`config.mk`:
```
export PLATFORM = sky130hd
export DESIGN_NAME = echo_pulse_ranging_controller
export DESIGN_NICKNAME = d
export VERILOG_FILES = /design/src/hw/rtl/eprc_pkg.sv /design/src/hw/rtl/eprc_seq.sv /design/src/hw/rtl/echo_pulse_ranging_controller.sv
export SDC_FILE = /design/constraint.sdc
export NUM_CORES = 1
export LEC_CHECK = 0
export BUFFER_PORTS_ARGS = -buffer_cell sky130_fd_sc_hd__clkbuf_2
export CAP_MARGIN = 10
export CORE_MARGIN = 2
export CORE_UTILIZATION = 55
export DETAILED_ROUTE_END_ITERATION = 8
export PLACE_DENSITY = 0.87
export SLEW_MARGIN = 5
export SYNTH_ARGS = -nofsm -noshare
export SYNTH_HDL_FRONTEND = slang
export SYNTH_SLANG_ARGS = --single-unit
```
`constraint.sdc`:
```
create_clock -name clk -period 4.1 [get_ports clk]
set_input_delay 0.205 -clock clk [delete_from_list [all_inputs] [get_ports clk]]
set_output_delay 0.205 -clock clk [all_outputs]
set_load 0.03 [all_outputs]
```
`src/hw/rtl/eprc_pkg.sv`:
```
// Shared types and constants for the echo-pulse ranging controller.
// Holds the beat structs, configuration register layout and status codes.
// No dependencies.
package eprc_pkg;

  // Counter width default; the top level may override it in the range 16 to 32.
  localparam int COUNT_BITS_DEF = 27;

  localparam int WIDTH_BITS = 27;
  localparam int DIST_BITS  = 21;
  localparam int TIME_BITS  = 8;
  localparam int CFG_IDX_BITS  = 2;
  localparam int CFG_DATA_BITS = 27;

  localparam logic [WIDTH_BITS-1:0] WIDTH_MAX = {WIDTH_BITS{1'b1}};
  localparam logic [DIST_BITS-1:0]  DIST_MAX  = {DIST_BITS{1'b1}};

  // One centimetre of range is 58 microseconds of echo.
  localparam int CM_DIV = 58;
  localparam int REM_BITS = 6;
  localparam logic [REM_BITS-1:0] REM_LAST = REM_BITS'(CM_DIV - 1);

  // Configuration register indexes.
  localparam logic [CFG_IDX_BITS-1:0] REG_LOW_TIME  = 2'd0;
  localparam logic [CFG_IDX_BITS-1:0] REG_PULSE     = 2'd1;
  localparam logic [CFG_IDX_BITS-1:0] REG_RISE_TO   = 2'd2;
  localparam logic [CFG_IDX_BITS-1:0] REG_FALL_TO   = 2'd3;

  // Reset values of the configuration registers.
  localparam logic [TIME_BITS-1:0]  LOW_TIME_RST = 8'd2;
  localparam logic [TIME_BITS-1:0]  PULSE_RST    = 8'd20;
  localparam logic [WIDTH_BITS-1:0] RISE_TO_RST  = 27'd30000;
  localparam logic [WIDTH_BITS-1:0] FALL_TO_RST  = 27'd100000000;

  // Measurement status codes.
  localparam logic [1:0] ST_OK      = 2'd0;
  localparam logic [1:0] ST_RISE_TO = 2'd1;
  localparam logic [1:0] ST_FALL_TO = 2'd2;

  typedef struct packed {
    logic [TIME_BITS-1:0]  low_time_us;
    logic [TIME_BITS-1:0]  pulse_time_us;
    logic [WIDTH_BITS-1:0] rise_timeout_us;
    logic [WIDTH_BITS-1:0] fall_timeout_us;
  } cfg_t;

  typedef struct packed {
    logic start_req;
    logic echo_level;
  } in_beat_t;

  typedef struct packed {
    logic                  trig_out;
    logic                  busy_res;
    logic                  done_res;
    logic [1:0]            status;
    logic [WIDTH_BITS-1:0] pulse_width_us;
    logic [DIST_BITS-1:0]  range_cm;
  } out_beat_t;

endpackage

```
`src/hw/rtl/eprc_seq.sv`:
```
// Measurement sequencer: trigger timing, echo timeouts and width capture.
// Depends on eprc_pkg. Advances one tick when step is high.
module eprc_seq
  import eprc_pkg::*;
#(
  parameter int COUNT_BITS = COUNT_BITS_DEF
) (
  input  logic      clk,
  input  logic      rst_n,
  input  logic      step,
  input  cfg_t      cfg,
  input  in_beat_t  beat,
  output out_beat_t res
);

  localparam int CMPW = (COUNT_BITS > WIDTH_BITS) ? COUNT_BITS : WIDTH_BITS;

  typedef enum logic [4:0] {
    PH_IDLE = 5'b00001,
    PH_LOW  = 5'b00010,
    PH_HIGH = 5'b00100,
    PH_WAIT = 5'b01000,
    PH_MEAS = 5'b10000
  } phase_t;

  phase_t                phase_r, phase_nxt;
  logic [COUNT_BITS-1:0] cnt_r, cnt_nxt;
  logic [REM_BITS-1:0]   rem_r, rem_nxt;
  logic [DIST_BITS-1:0]  quo_r, quo_nxt;
  logic [WIDTH_BITS-1:0] width_r, width_nxt;
  logic [DIST_BITS-1:0]  dist_r, dist_nxt;
  logic [1:0]            status_r, status_nxt;

  logic                  cnt_sat;
  logic [COUNT_BITS-1:0] cnt_inc;
  logic [CMPW-1:0]       cnt_ext;
  logic                  trig;
  logic                  done;

  assign cnt_sat = &cnt_r;
  assign cnt_inc = cnt_sat ? cnt_r : cnt_r + 1'b1;
  assign cnt_ext = CMPW'(cnt_r);

  always_comb begin
    phase_nxt  = phase_r;
    cnt_nxt    = cnt_r;
    rem_nxt    = rem_r;
    quo_nxt    = quo_r;
    width_nxt  = width_r;
    dist_nxt   = dist_r;
    status_nxt = status_r;
    trig       = 1'b0;
    done       = 1'b0;
    case (phase_r)
      PH_LOW: begin
        cnt_nxt = cnt_inc;
        if (cnt_inc >= COUNT_BITS'(cfg.low_time_us)) begin
          phase_nxt = PH_HIGH;
          cnt_nxt   = '0;
        end
      end
      PH_HIGH: begin
        trig    = 1'b1;
        cnt_nxt = cnt_inc;
        if (cnt_inc >= COUNT_BITS'(cfg.pulse_time_us)) begin
          phase_nxt = PH_WAIT;
          cnt_nxt   = '0;
        end
      end
      PH_WAIT: begin
        if (beat.echo_level) begin
          // The rising tick already counts as one tick of echo.
          phase_nxt = PH_MEAS;
          cnt_nxt   = COUNT_BITS'(1);
          rem_nxt   = REM_BITS'(1);
          quo_nxt   = '0;
        end else if (cnt_ext >= CMPW'(cfg.rise_timeout_us)) begin
          phase_nxt  = PH_IDLE;
          cnt_nxt    = '0;
          status_nxt = ST_RISE_TO;
          done       = 1'b1;
        end else begin
          cnt_nxt = cnt_inc;
        end
      end
      PH_MEAS: begin
        if (!beat.echo_level) begin
          width_nxt  = (cnt_ext > CMPW'(WIDTH_MAX)) ? WIDTH_MAX : WIDTH_BITS'(cnt_r);
          dist_nxt   = quo_r;
          status_nxt = ST_OK;
          phase_nxt  = PH_IDLE;
          cnt_nxt    = '0;
          done       = 1'b1;
        end else if (cnt_ext >= CMPW'(cfg.fall_timeout_us)) begin
          status_nxt = ST_FALL_TO;
          phase_nxt  = PH_IDLE;
          cnt_nxt    = '0;
          done       = 1'b1;
        end else if (!cnt_sat) begin
          // Quotient and remainder by 58 follow the count one tick at a time.
          cnt_nxt = cnt_inc;
          if (rem_r == REM_LAST) begin
            rem_nxt = '0;
            quo_nxt = (quo_r == DIST_MAX) ? quo_r : quo_r + 1'b1;
          end else begin
            rem_nxt = rem_r + 1'b1;
          end
        end
      end
      default: begin
        phase_nxt = PH_IDLE;
        if (beat.start_req) begin
          phase_nxt = (cfg.low_time_us == '0) ? PH_HIGH : PH_LOW;
          cnt_nxt   = '0;
        end
      end
    endcase
  end

  always_ff @(posedge clk) begin
    if (!rst_n) begin
      phase_r  <= PH_IDLE;
      cnt_r    <= '0;
      width_r  <= '0;
      dist_r   <= '0;
      status_r <= ST_OK;
    end else if (step) begin
      phase_r  <= phase_nxt;
      cnt_r    <= cnt_nxt;
      width_r  <= width_nxt;
      dist_r   <= dist_nxt;
      status_r <= status_nxt;
    end
  end

  always_ff @(posedge clk) begin
    if (step) begin
      rem_r <= rem_nxt;
      quo_r <= quo_nxt;
    end
  end

  always_comb begin
    res.trig_out       = trig;
    res.busy_res       = (phase_nxt != PH_IDLE);
    res.done_res       = done;
    res.status         = status_nxt;
    res.pulse_width_us = width_nxt;
    res.range_cm       = dist_nxt;
  end

endmodule

```
`src/hw/rtl/echo_pulse_ranging_controller.sv`:
```
// Top level of the echo-pulse ranging controller: handshakes, registers, result beat.
// Depends on eprc_pkg and eprc_seq.
//
// Each input beat is one microsecond tick carrying a start request and the sampled
// echo pin level; each accepted beat yields exactly one result beat, registered, in the
// next cycle. The block takes one beat every cycle: the whole tick update (trigger
// timing, timeout compares, width capture and the running divide by 58) is one pass
// of logic in the sequencer, and in_ready drops only while the output register holds
// a beat that the consumer has not yet taken. A start request while a measurement
// is running is ignored. Distance needs no divider: the sequencer keeps quotient and
// remainder by 58 alongside the echo counter. Configuration writes are taken every
// cycle and should be made while no measurement is in progress.
module echo_pulse_ranging_controller
  import eprc_pkg::*;
#(
  parameter int COUNT_BITS = COUNT_BITS_DEF
) (
  input  logic                     clk,
  input  logic                     rst_n,
  input  logic                     in_valid,
  output logic                     in_ready,
  input  in_beat_t                 in_data,
  output logic                     out_valid,
  input  logic                     out_ready,
  output out_beat_t                out_data,
  input  logic                     cfg_valid,
  output logic                     cfg_ready,
  input  logic [CFG_IDX_BITS-1:0]  cfg_index,
  input  logic [CFG_DATA_BITS-1:0] cfg_data
);

  cfg_t      cfg_r;
  out_beat_t seq_res;
  out_beat_t out_data_r;
  logic      out_valid_r, out_valid_nxt;
  logic      step;

  // Configuration registers; each write keeps only the bits its register holds.
  assign cfg_ready = 1'b1;

  always_ff @(posedge clk) begin
    if (!rst_n) begin
      cfg_r.low_time_us     <= LOW_TIME_RST;
      cfg_r.pulse_time_us   <= PULSE_RST;
      cfg_r.rise_timeout_us <= RISE_TO_RST;
      cfg_r.fall_timeout_us <= FALL_TO_RST;
    end else if (cfg_valid && cfg_ready) begin
      case (cfg_index)
        REG_LOW_TIME: cfg_r.low_time_us     <= cfg_data[TIME_BITS-1:0];
        REG_PULSE:    cfg_r.pulse_time_us   <= cfg_data[TIME_BITS-1:0];
        REG_RISE_TO:  cfg_r.rise_timeout_us <= cfg_data[WIDTH_BITS-1:0];
        REG_FALL_TO:  cfg_r.fall_timeout_us <= cfg_data[WIDTH_BITS-1:0];
        default: begin
        end
      endcase
    end
  end

  // A new tick enters whenever the output register is empty or being drained.
  assign in_ready = !out_valid_r || out_ready;
  assign step     = in_valid && in_ready;

  eprc_seq #(
    .COUNT_BITS(COUNT_BITS)
  ) u_seq (
    .clk   (clk),
    .rst_n (rst_n),
    .step  (step),
    .cfg   (cfg_r),
    .beat  (in_data),
    .res   (seq_res)
  );

  // Output register: the result of every accepted tick is held until taken.
  always_comb begin
    out_valid_nxt = out_valid_r;
    if (step) begin
      out_valid_nxt = 1'b1;
    end else if (out_ready) begin
      out_valid_nxt = 1'b0;
    end
  end

  always_ff @(posedge clk) begin
    if (!rst_n) begin
      out_valid_r <= 1'b0;
    end else begin
      out_valid_r <= out_valid_nxt;
    end
  end

  always_ff @(posedge clk) begin
    if (step) begin
      out_data_r <= seq_res;
    end
  end

  assign out_valid = out_valid_r;
  assign out_data  = out_data_r;

  // Every accepted tick leaves a result beat waiting in the next cycle.
  a_step_fills_out: assert property (@(posedge clk) disable iff (!rst_n)
    step |=> out_valid_r)
    else $error("accepted tick produced no result beat");

  // A measurement that ends leaves the sequencer idle.
  a_done_not_busy: assert property (@(posedge clk) disable iff (!rst_n)
    (out_valid_r && out_data_r.done_res) |-> !out_data_r.busy_res)
    else $error("done reported while still busy");

  // The trigger is only driven while a sequence runs.
  a_trig_busy: assert property (@(posedge clk) disable iff (!rst_n)
    (out_valid_r && out_data_r.trig_out) |-> out_data_r.busy_res)
    else $error("trigger high outside a measurement");

  // A timeout never changes the reported width.
  a_timeout_keeps_width: assert property (@(posedge clk) disable iff (!rst_n)
    (step && seq_res.done_res && (seq_res.status != ST_OK))
      |=> $stable(out_data_r.pulse_width_us) || !$past(out_valid_r))
    else $error("width changed on a timeout");

endmodule
```
== Yosys cells after proc, flatten, opt, wreduce, memory -nomap -nowiden ==
Cells that the tools add are included.
W data, S select, Z words.

* Mux-type cells: 50
* Reduce and logical (&&, ||, !) cells: 16
* Equality and inequality tests: 17
* Magnitude comparators: 5
* Add/sub/neg operators: 3

{| class="wikitable"
|+ Operators by type and width
! cell !! count
|-
| $mux W27 || 12
|-
| $mux W21 || 8
|-
| $pmux W27 S4 || 1
|-
| $ge A27 B27 Y1 || 2
|-
| $ge A27 B8 Y1 || 2
|-
| $pmux W21 S2 || 1
|-
| $mux W5 || 7
|-
| $mux W6 || 5
|-
| $add A27 B1 Y27 const B || 1
|-
| $gt A27 B27 Y1 const B || 1
|-
| $reduce_and A27 Y1 || 1
|-
| $add A21 B1 Y21 const B || 1
|-
| $eq A21 B21 Y1 const B || 1
|-
| $pmux W5 S4 || 1
|-
| $pmux W6 S2 || 1
|-
| $ne A2 B2 Y1 const B || 5
|-
| $logic_not A8 Y1 || 1
|-
| $mux W2 || 4
|-
| $reduce_and A2 Y1 || 4
|-
| $reduce_and A8 Y1 || 1
|-
| $mux W1 || 7
|-
| $add A6 B1 Y6 const B || 1
|-
| $eq A6 B6 Y1 const B || 1
|-
| $reduce_and A6 Y1 || 1
|-
| 19 further kinds || 21
|}

* Bits of input ports: 36
* Register bits after elaboration: 233
* Logic and storage cells: 109
* Output and inout bits: 56

== Depth between registers and ports, before layout ==
Gate-level depths: netlist of run 1.

* Depth after elaboration: 7
* Mapped depth: 19
* Gate-level depth less buffers: 18

== Cells and area by module ==
From an unflattened synthesis of run 1, not the netlist that was laid out.

* Cells, all modules: 1260
* Area, all modules: 12455.7 um^2

{| class="wikitable"
|+ Modules (own cells, without submodules)
! module !! cells an instance !! instances !! area each (um^2) !! seq. area each (um^2)
|-
| eprc_seq || 919 || 1 || 8077.7 || 2452.4
|-
| echo_pulse_ranging_controller || 341 || 1 || 4377.9 || 3012.9
|}

== Worst setup path before layout of run 1 ==
OpenSTA, ideal clock, no wires.

* Path kind: reg-to-reg
* Start point: reg u_seq.cnt_r[21], in the netlist u_seq.cnt_ext[21]
* End point: reg u_seq.cnt_r[18], in the netlist u_seq.cnt_ext[18]
* Slack: 0.106 ns
* Setup time: 0.084 ns
* Period minus slack after synthesis: 3.994 ns
* Arrival time: 3.910 ns
* Data required time: 4.016 ns
* Path buffers: 2
* Stages on the path, launching flop included: 20
* Path through: dfxtp_1 > clkbuf_1 > nand4_1 > or2_2 > nor4_1 > nor3b_1 > nand3_1 > or2_2 > nand2_1 > ha_1 > nand3_1 > nor2_1 > o41ai_1 > a21oi_1 > o21ai_0 > nor4b_2 > o21ai_2 > buf_6 > o2bb2a_2 > o31ai_2

* Cells in the longest elaborated chain, start to end: 6
* Elaborated cells on any way between the ends: 17
* Those cells by class: add/sub (1); order compare (4); eq/ne (1); mux (9); reduce/logical (2)

{| class="wikitable"
|+ Ends and longest elaborated chain
! what !! RTL line !! text
|-
| start, declared || eprc_seq.sv:27 || <nowiki>logic [COUNT_BITS-1:0] cnt_r, cnt_nxt;</nowiki>
|-
| start signal, assigned || eprc_seq.sv:129 || <nowiki>cnt_r <= cnt_nxt;</nowiki>
|-
| branches (longest 6 deep; another with $add A27 B1 Y27) || -- ||
|}

Parallel ways; which one is timed is not known. The select of a mux whose other input is x is not followed.
A chain may end at the register's enable or synchronous reset.

== Worst setup path in the final report of run 1 ==
* Start point: reg u_seq.cnt_r[0], in the netlist u_seq.cnt_ext[0]
* End point: reg u_seq.cnt_r[18], in the netlist u_seq.cnt_ext[18]

* Cells in the longest elaborated chain, start to end: 6
* Elaborated cells on any way between the ends: 17
* Those cells by class: add/sub (1); order compare (4); eq/ne (1); mux (9); reduce/logical (2)

{| class="wikitable"
|+ Ends and longest elaborated chain
! what
|-
| branches (longest 6 deep; another with $add A27 B1 Y27)
|}

Parallel ways; which one is timed is not known. The select of a mux whose other input is x is not followed.

==> results of run 1 <==
-- layout make-up --
| class | count | area (sq um) | area share |
|---|---|---|---|
| clock buffers | 29 | 649 | 0.0456 |
| clock inverters | 15 | 220 | 0.0154 |
| inverters | 81 | 305 | 0.0214 |
| multi-input cells | 935 | 6220 | 0.436 |
| flip-flops and latches | 233 | 5470 | 0.383 |
| well taps | 280 | 350 | 0.0246 |
| repair buffers | 160 | 1050 | 0.0735 |
-- metrics by stage --
stage	instance area (sq um)	hold WS [ns]	instances	worst slack, ns
2_1_floorplan	12200	0.343	1322	0.106
3_3_place_gp	13100	0.447	1663	0.205
3_5_place_dp	13100	0.460	1663	0.0881
4_1_cts	14200	0.00698	1731	0.0813
5_1_grt	14300	0.0292	1733	0.0128
6_report	14300	0.0191	1733	0.269
-- path summary, 6_finish.rpt --
kind / start / end / slack [ns] / cells after the start
min reg2reg: cfg_r[48] / cfg_r[48] / 0.47 / 2
min: cfg_data[1] / cfg_r[28] / 0.02 / 3
max: u_seq.cnt_ext[0] / u_seq.cnt_ext[18] / 0.27 / 19
max reg2reg: u_seq.cnt_ext[0] / u_seq.cnt_ext[18] / 0.27 / 19
-- kinds of logic after synthesis --
logic type / synth area share
AO/OA/AOI/OAI: 0.141
XOR/XNOR: 0.0236
adder cells (fa/ha/maj): 0.0756
buffers and inverters: 0.0512
flip-flops: 0.446
multiplexers: 0.0461
other: 0.000306
AND/OR/NAND/NOR: 0.216
-- synthesized netlist by cell type, types with 4 or more instances --
| cell | count | area share |
|---|---|---|
| a2111o_1 | 4 | 0.0037 |
| a211oi_1 | 4 | 0.0025 |
| a21boi_0 | 41 | 0.025 |
| a21o_1 | 10 | 0.0061 |
| a21oi_1 | 43 | 0.018 |
| a22o_1 | 6 | 0.0043 |
| and2_1 | 4 | 0.0020 |
| and3_1 | 19 | 0.0097 |
| and4_1 | 8 | 0.0057 |
| buf_1 | 4 | 0.0012 |
| buf_2 | 12 | 0.0049 |
| buf_6 | 4 | 0.0037 |
| clkbuf_1 | 52 | 0.016 |
| dfxtp_1 | 153 | 0.25 |
| edfxtp_1 | 80 | 0.20 |
| ha_1 | 74 | 0.076 |
| inv_1 | 80 | 0.025 |
| mux2_2 | 43 | 0.040 |
| mux2i_1 | 8 | 0.0065 |
| nand2_1 | 171 | 0.052 |
| nand2b_1 | 8 | 0.0041 |
| nand3_1 | 28 | 0.011 |
| nand4_1 | 16 | 0.0082 |
| nor2_1 | 164 | 0.050 |
| nor2b_1 | 16 | 0.0082 |
| nor3_1 | 14 | 0.0057 |
| nor3b_1 | 52 | 0.032 |
| nor4_1 | 11 | 0.0056 |
| o211ai_1 | 26 | 0.016 |
| o21a_1 | 7 | 0.0043 |
| o21ai_0 | 34 | 0.014 |
| o21bai_1 | 4 | 0.0025 |
| o22ai_1 | 4 | 0.0020 |
| o2bb2a_2 | 4 | 0.0037 |
| o31ai_1 | 5 | 0.0031 |
| or2_2 | 6 | 0.0031 |
| or3_1 | 7 | 0.0036 |
| xnor2_1 | 19 | 0.014 |
| xor2_1 | 14 | 0.010 |
-- power breakdown --
group	total, uW	internal (uW)	switching, uW
clock network	2390	1450	944
registers	2540	2500	44.6
logic	484	177	307
total	5420	4120	1300
-- registers in the layout, indices dropped and copies added (netlist names) --
name            flops
cfg_r              70
u_seq.rem_r         6
u_seq.cnt_ext      27
u_seq.phase_r       5
out_valid           1
u_seq.dist_r       21
u_seq.quo_r        21
out_data           53
u_seq.status_r      2
u_seq.width_r      27
-- repair_timing --
item / 4_1_cts / 5_1_grt
setup buffers: 0 / 2
hold buffers: 24 / 0
resized for setup: 2 / 8
pin swaps: 0 / 4
hold endpoints to repair: 48 / 0
setup endpoints to repair: 4 / 26
-- per-layer routing --
layer,up-vias,global-route usage
li1,4876,-
met1,4741,0.309
met2,361,0.430
met3,73,0.0357
met4,0,0.0838
met5,-,0
-- critical path, delay by kind of cell (launching register included) --
family,cells,cell delay [ns]
compound gates,6,1.09
flops,1,0.35
fa+ha+maj,2,0.50
simple gates,10,1.60
buf+inv,1,0.18
==> out/metrics.yaml, run 1 <==
pwr:
  powerDensity_nw_per_um2: 380
  p_leak_uw: 0.00588
  totalPowerFinal_uw: 5420
  ir_worst_vdd_uv: 362
placement:
  gp_congestion: 0.925
  dp_hpwl_mm: 20.2
  io_buffers: 90
logic_synthesis:
  synth-seq-cells: 233
  synth_area_sq_um: 12200
  ys_seq_area_frac: 0.446
  synthCells: 1322
  syn_area_per_cell_sq_um: 9.26
  ys_warn_count: 0
  async_reset_ff_frac: 0
  synth_edf_count: 80
  synth_nets: 1432
  ys.flop_type: "dfxtp_1"
  yosysUniqueCellTypes: 83
finish:
  antenna_cells: 0
  nFillCells: 1685
  layout_commonest_cell: "nand2_1"
  final_cell_mix: "170 x nand2_1, 163 x nor2_1, 153 x dfxtp_1"
  drive_above_1_share: 0.180
  area_growth_pct: 16.4
  layout.nets: 1545
  fin_util: 0.653
drt:
  vias: 10051
  wire_per_inst_um: 17.1
  wl_met1_mm: 12.1
  ant_nets: 0
  met3_length_mm: 1.93
  vias_per_cell: 5.80
  drtIter0Drc: 730
  dr.max_layer_used: "met4"
  drt_wl_total_mm: 29.6
  drc: 0
  dr_wl_met2_mm: 14.7
  firstDrtPassIters: 6
clock_network:
  clockBufferDepth: 3
  cts-root-buf: "clkbuf_16"
  numCtsBuffers: 24
  clkSinkCount: 233
  cts_tree: "done"
  insertion_delay_ns: 0.53
  clk_pin_slew_ns: 0.07
  cts.htree.levels: 1
critical_path:
  cp.arrival_ns: 4.27
  max_stage_delay_ns: 0.35
  cp_slowest_cell: "dfxtp_1"
  crit_type: "flop to flop"
  critPathRequiredTime_ns: 4.54
  cp-end-kind: "flop"
  worstPathMaxFanout: 29
  cp-start-kind: "flop"
  crit_chain: "ha_1, and4_1, nand3_2, nor4_4, nor3b_2, nand3_2, or2_2, nand2_1, ha_1, nand3_1, nor2_1, o41ai_1, a21oi_1, o21ai_2, nor4b_4, o21ai_2, buf_12, o2bb2a_2, o31ai_2"
sta:
  period_minus_slack_ns: 3.83
  fmax_mhz: 261
  hold_viol: 0
  setup_viol: 0
  fin_skew_ns: 0.0199
  slew_viol_final: 0
  relSlewSlack: 0.383
  tns_ns: 0
  rsz0062_at_grt: "no"
  worst_slew_pin_slew_ns: 0.923
  finalCritPeriodShare: 0.934
floorplanning:
  start_util: 0.561
  num_rows: 54
  core_area_sq_um: 21800
  die_w_um: 153
  die_area_sq_um: 23500
  die_h_um: 153
  ios: 92
grt:
  gr-total-overflow: 0
  groute.usage.overall: 0.245
  grt_max_degree: 99
  antenna_found_initial: 0
  grt_pass1_wl_mm: 48.0
  grt_pass1_vias: 9815
run_status:
  outcome: "finished, final reports clean"
job:
  maxCapViolCount: 0
min_path:
  hold_class: "input pin to flop"
(Power assumes the default switching activity.)
==> inputs of run 2 (changes only) <==
Settings changed: SYNTH_HIERARCHICAL set to 1.
==> run 2 against run 1 <==
Cell count shrank 2.3%. Critical endpoint is now u_seq/cnt_ext[11]. Core utilization is essentially flat. Sequential cell count is the same. Largest cell class unchanged. Clock skew shrank 0.0066 ns. Clock power shrank 7%. Worst hold slack gained 0.0010 ns. Synthesized cell count shrank 4.7%. Design area grew 2.8%. Count of clock-buffer cells in the layout grew 3. Die area grew 1.7%. Maximum frequency shrank 4.7%. Combinational power grew 4%.
==> out/metrics.yaml, run 2 <==
drt:
  drc: 0  # unchanged
  firstDrtPassIters: 5  # -1
  wire_per_inst_um: 18.8  # +10%
  drtIter0Drc: 968  # +33%
  ant_nets: 0  # unchanged
  vias_per_cell: 6.04  # +4.2%
  vias: 10240  # +1.9%
  drt_wl_total_mm: 31.9  # +7.8%
clock_network:
  clk_pin_slew_ns: 0.06  # about the same
  cts-root-buf: "clkbuf_16"
  clkSinkCount: 233  # unchanged
  cts.htree.levels: 1  # unchanged
  numCtsBuffers: 25  # +4.2%
  insertion_delay_ns: 0.52  # about the same
  cts_tree: "done"
  clockBufferDepth: 3  # unchanged
finish:
  area_growth_pct: 17.7
  final_cell_mix: "148 x dfxtp_1, 120 x nand2_1, 97 x inv_1"
  antenna_cells: 0  # unchanged
  largest_register: "cfg_r"
  layout.nets: 1501  # -2.8%
  layout_commonest_cell: "dfxtp_1"
  drive_above_1_share: 0.243  # +0.0631
  largest_reg_flops: 70  # unchanged
logic_synthesis:
  synth_edf_count: 80  # unchanged
  synthTopCellsByArea: "dfxtp_1 25%, edfxtp_1 19%, ha_1 7.4%"
  synth_top_area_cell: "dfxtp_1"
  synth.most_common_cell: "dfxtp_1"
  ys_warn_count: 6  # +6
  yosysUniqueCellTypes: 84  # +1.2%
  ys.flop_type: "dfxtp_1"
  synth-seq-cells: 233  # unchanged
  synthTopCellsByCount: "153 x dfxtp_1, 122 x nand2_1, 97 x inv_1"
  netlist.area_leader.share: 0.246  # -0.00422
  ys_seq_area_frac: 0.439  # -0.00753
  syn_area_per_cell_sq_um: 9.89  # +6.7%
  synth_area_sq_um: 12500  # +1.7%
  async_reset_ff_frac: 0  # unchanged
  synthCells: 1260  # -4.7%
  synth_nets: 1370  # -4.3%
sta:
  setup_viol: 0  # unchanged
  finalCritPeriodShare: 0.980  # +0.0458
  slew_viol_final: 0  # unchanged
  fin_skew_ns: 0.0133  # -0.00664 ns
  relSlewSlack: 0.255  # -0.129
  period_minus_slack_ns: 4.02  # +0.188 ns
  worst_slack_ns: 0.0816  # -0.188 ns
  worst_slew_pin_slew_ns: 1.12  # +0.193 ns
  hold_viol: 0  # unchanged
  fmax_mhz: 249  # -4.7%
pwr:
  totalPowerFinal_uw: 5270  # -2.7%
  ir_worst_vdd_uv: 255  # -29%
  powerDensity_nw_per_um2: 360  # -5.4%
  p_leak_uw: 0.00670  # +14%
grt:
  gr-total-overflow: 0  # unchanged
  grt_pass1_wl_mm: 49.8  # +3.7%
  antenna_found_initial: 1  # +1
  grt_pass1_vias: 10034  # +2.2%
  groute.usage.overall: 0.255  # +0.00996
  grt_max_degree: 62  # -37%
placement:
  post-place-ws_ns: 0.0429  # -0.0452 ns
  io_buffers: 90  # unchanged
  dp_hpwl_mm: 21.0  # +4.2%
  gp_congestion: 0.989  # +6.9%
job:
  maxCapViolCount: 0  # unchanged
critical_path:
  crit_type: "flop to flop"
  cp-end-kind: "flop"
  cp.arrival_ns: 4.46  # +0.19 ns
  cp-start-kind: "flop"
  worstPathMaxFanout: 6  # -79%
  critPathRequiredTime_ns: 4.54  # about the same
run_status:
  outcome: "finished, final reports clean"
floorplanning:
  start_util: 0.555  # -0.00590
  die_area_sq_um: 23900  # +1.7%
  num_rows: 55  # +1.9%
  die_h_um: 154  # +0.83%
  ios: 92  # unchanged
  core_area_sq_um: 22400  # +2.8%
  die_w_um: 154  # +0.83%
min_path:
  hold_class: "input pin to flop"
[run 2: cell count changes in the layout (fill, tap and decap cells not counted), sizes merged, moves of 39 or more]
cell / change
mux2i: +48
nor2: -104
o211a: +47
a21boi: -39
nor3b: -48
or2: +45
nand2: -49
[run 2: cells by family (layout without fill, tap and decap cells)]
kind of cell    Yosys count  count (layout)  synth area share
simple gates            418             418             0.178
flops                   233             233             0.439
compound gates          220             220             0.134
buf+inv                 173             322            0.0594
fa+ha+maj                74              74            0.0743
mux                     104             104            0.0884
xor+xnor                 37              37            0.0260
other cells               1               1          0.000301
[run 2: routing by layer]
| layer | track usage | share of wire | vias to the layer above |
|---|---|---|---|
| met4 | 0.107 | 0.043 | 0 |
| met2 | 0.444 | 0.48 | 468 |
| met5 | 0 | 0 | - |
| met3 | 0.0361 | 0.072 | 124 |
| li1 | - | - | 4768 |
| met1 | 0.318 | 0.41 | 4880 |
[run 2: area by class of cell]
class	instances	area (sq um)
fill	1694	7770
multi-input combinational	854	6410
sequential	233	5470
timing repair buffer	179	1230
clock buffer	32	734
inverter	98	368
tap	285	357
clock inverter	13	85.1
[run 2: path summary, 6_finish.rpt]
path / end / startpoint / cells after the start / slack [ns]
worst min register to register: cfg_r[38] / cfg_r[38] / 2 / 0.45
worst max-delay path: u_seq/cnt_ext[11] / u_seq/cnt_ext[12] / 17 / 0.08
worst max register to register: u_seq/cnt_ext[11] / u_seq/cnt_ext[12] / 17 / 0.08
worst min-delay path: cfg_r[3] / cfg_data[3] / 3 / 0.02
[run 2: power breakdown]
group	internal, uW	switching, uW
clock network	1320	912
logic	199	302
registers	2500	46.5
[run 2: worst max-delay path, cell delays in order (launching register included)]
cell and delay [ns]:
dfxtp_2 0.37, nand4_4 0.17, nor4_4 0.38, and2_4 0.25, nor2_2 0.05, and3_4 0.18, xor2_4 0.19, ha_4 0.25
a211o_1 0.33, nor2_2 0.12, a211oi_2 0.09, nor3_2 0.21, o21ba_4 0.20, a311o_1 0.38, o21ai_4 0.28, buf_12 0.16
a41oi_2 0.12, a31oi_1 0.19
[run 2: stage by stage]
step / setup TNS [ns] / cells / hold WS [ns] / cell area [sq um] / util
after floorplan: 0 / 1260 / 0.333 / 12500 / -
after global placement: 0 / 1616 / 0.439 / 13400 / 0.595
after detailed placement: 0 / 1616 / 0.446 / 13400 / 0.595
after CTS: 0 / 1685 / 0.000549 / 14400 / 0.642
after global routing: -0.712 / 1694 / 0.0249 / 14700 / 0.653
final: 0 / 1694 / 0.0201 / 14700 / 0.653
[run 2: timing repair]
| item | CTS | global route |
|---|---|---|
| hold endpoints to repair | 40 | 0 |
| hold buffers | 24 | 0 |
| cloned | 0 | 2 |
| resized for setup | 1 | 30 |
| setup endpoints to repair | 5 | 25 |
| pin swaps | 0 | 15 |
| buffers inserted | 0 | 7 |
==> inputs of run 3 (changes only) <==
Settings changed: CORE_UTILIZATION 55 to 57, CTS_BUF_LIST set to sky130_fd_sc_hd__clkbuf_8, PLACE_DENSITY 0.87 to 0.89, SYNTH_HIERARCHICAL 1 to not set.
==> run 3 against run 2 <==
Wire length down 3.9%. Via count rose by 1.2%. Largest cell class unchanged. Maximum frequency up 6.2%. Largest power group unchanged. Critical path depth up 2. Core utilization is 2.1 points higher. Setup slack gained 0.23 ns. Design area down 3.3%. Critical path type unchanged. Non-clock buffer count fell by 13. Count of clock-buffer cells in the layout up 14.
==> out/metrics.yaml, run 3 (synthesis results as in run 1) <==
drt:
  ant_nets: 0  # unchanged
  firstDrtPassIters: 5  # unchanged
  drt_wl_total_mm: 30.6  # -3.9%
  vias_per_cell: 5.89  # -2.6%
  drtIter0Drc: 666  # -31%
  vias: 10362  # +1.2%
  wire_per_inst_um: 17.4  # -7.5%
  drc: 0  # unchanged
finish:
  nFillCells: 1528  # -9.8%
  layout.nets: 1566  # +4.3%
  largest_reg_flops: 70  # unchanged
  drive_above_1_share: 0.182  # -0.0609
  multiInputGateArea_sq_um: 6210  # -3.2%
  regArea_sq_um: 5470  # -0.11%
  largest_register: "cfg_r"
  layout_commonest_cell: "nand2_1"
  final_cell_mix: "170 x nand2_1, 163 x nor2_1, 153 x dfxtp_1"
  area_growth_pct: 15.8
  fin_cells: 1760  # +3.9%
  antenna_cells: 0  # unchanged
clock_network:
  cts.htree.levels: 2  # +1
  cts_tree: "done"
  clkSinkCount: 233  # unchanged
  clockBufferDepth: 3  # unchanged
  numCtsBuffers: 39  # +56%
  clk_pin_slew_ns: 0.06  # about the same
  insertion_delay_ns: 0.57  # +0.05 ns
  cts-root-buf: "clkbuf_8"
grt:
  grt_pass1_vias: 10115  # +0.81%
  grt_pass1_wl_mm: 48.9  # -1.6%
  groute.usage.overall: 0.269  # +0.0142
  grt_max_degree: 97  # +56%
  antenna_found_initial: 0  # -1
  gr-total-overflow: 0  # unchanged
critical_path:
  critPathRequiredTime_ns: 4.56  # +0.02 ns
  path_common_cell: "nand3_1"
  cp.arrival_ns: 4.25  # -0.21 ns
  worstPathMaxFanout: 29  # +23
  crit_type: "flop to flop"
  cp-end-kind: "flop"
  max_stage_delay_ns: 0.34  # -0.04 ns
  cp_slowest_cell: "dfxtp_1"
  crit_chain: "ha_1, and4_1, nand3_1, nor4_2, nor3b_2, nand3_1, or2_2, nand2_1, ha_1, nand3_1, nor2_1, o41ai_2, a21oi_1, o21ai_2, nor4b_4, o21ai_2, buf_12, o2bb2a_2, o31ai_2"
  cp-start-kind: "flop"
sta:
  fmax_mhz: 264  # +6.2%
  finalCritPeriodShare: 0.923  # -0.0571
  worst_slew_pin_slew_ns: 0.996  # -0.120 ns
  fin_skew_ns: 0.0384  # +0.0251 ns
  hold_viol: 0  # unchanged
  relSlewSlack: 0.334  # +0.0798
  tns_ns: 0  # unchanged
  setup_viol: 0  # unchanged
  slew_viol_final: 0  # unchanged
  period_minus_slack_ns: 3.78  # -0.234 ns
floorplanning:
  num_rows: 53  # -3.6%
  die_h_um: 151  # -2.5%
  die_w_um: 151  # -2.5%
  start_util: 0.583  # +0.0273
  die_area_sq_um: 22700  # -5.0%
  ios: 92  # unchanged
  core_area_sq_um: 21000  # -6.3%
pwr:
  powerDensity_nw_per_um2: 354  # -1.6%
  p_leak_uw: 0.00590  # -12%
  ir_worst_vdd_uv: 297  # +16%
  totalPowerFinal_uw: 5020  # -4.8%
placement:
  dp.cells: 1658  # +2.6%
  dp_hpwl_mm: 20.5  # -2.5%
  io_buffers: 90  # unchanged
  gp_congestion: 0.949  # -4.1%
min_path:
  hold_class: "input pin to flop"
run_status:
  outcome: "finished, final reports clean"
job:
  maxCapViolCount: 0  # unchanged
## run 3: changes by cell type in the layout (fill, tap and decap cells not counted), sizes merged, moves of 12 or more
| cell | before | now |
|---|---|---|
| nand4 | 32 | 18 |
| o211a | 48 | 1 |
| clkbuf | 123 | 135 |
| or2 | 52 | 7 |
| mux2i | 56 | 8 |
| nor3b | 4 | 52 |
| nand2 | 122 | 171 |
| a21boi | 3 | 42 |
| nor2 | 60 | 164 |
| buf | 64 | 47 |
## run 3: critical path: cells and delay by family (launching register included)
kind            cells  cell delay (ns)
flops               1             0.34
fa+ha+maj           2             0.51
simple gates       10             1.59
compound gates      6             1.03
buf+inv             1             0.18
## run 3: worst paths after layout
path         cells after the start             start  slack [ns]                end
min reg2reg                      2          cfg_r[4]        0.46           cfg_r[4]
min                              2             rst_n        0.16   u_seq.phase_r[4]
max                             19  u_seq.cnt_ext[0]        0.32  u_seq.cnt_ext[18]
max reg2reg                     19  u_seq.cnt_ext[0]        0.32  u_seq.cnt_ext[18]
## run 3: area by class of cell
cell class | count | area share
repair buffers | 166 | 0.0782
clock inverters | 24 | 0.00847
clock buffers | 46 | 0.0446
inverters | 81 | 0.0215
flip-flops and latches | 233 | 0.385
multi-input cells | 935 | 0.438
well taps | 275 | 0.0243
## run 3: repair_timing
action                                  4_1_cts  5_1_grt
endpoints found under the hold margin        62        0
gates resized for setup                       0        8
endpoints found under the setup margin        0       26
hold buffers                                 30        0
setup buffers                                 0        2
## run 3: per-layer routing
metal	global-route usage	vias to the layer above	routed length [um]
li1	-	4924	-
met1	0.326	4895	12200
met2	0.466	450	15100
met3	0.0473	93	2230
met4	0.126	0	1080
met5	0	-	0
## run 3: stage by stage
| stage | hold WS [ns] | cell area (sq um) | setup slack, ns | util |
|---|---|---|---|---|
| 6_report | 0.165 | 14200 | 0.316 | 0.675 |
| 5_1_grt | 0.183 | 14200 | -0.00722 | 0.675 |
| 2_1_floorplan | 0.343 | 12200 | 0.106 | - |
| 3_3_place_gp | 0.449 | 13100 | 0.202 | 0.622 |
| 4_1_cts | 0.141 | 14100 | 0.0193 | 0.672 |
| 3_5_place_dp | 0.453 | 13100 | 0.0992 | 0.622 |
## run 3: power breakdown
group          leakage [uW]  internal [uW]  switching [uW]
combinational       0.00338            182             313
sequential          0.00208           2500            44.6
clock              0.000437           1030             952
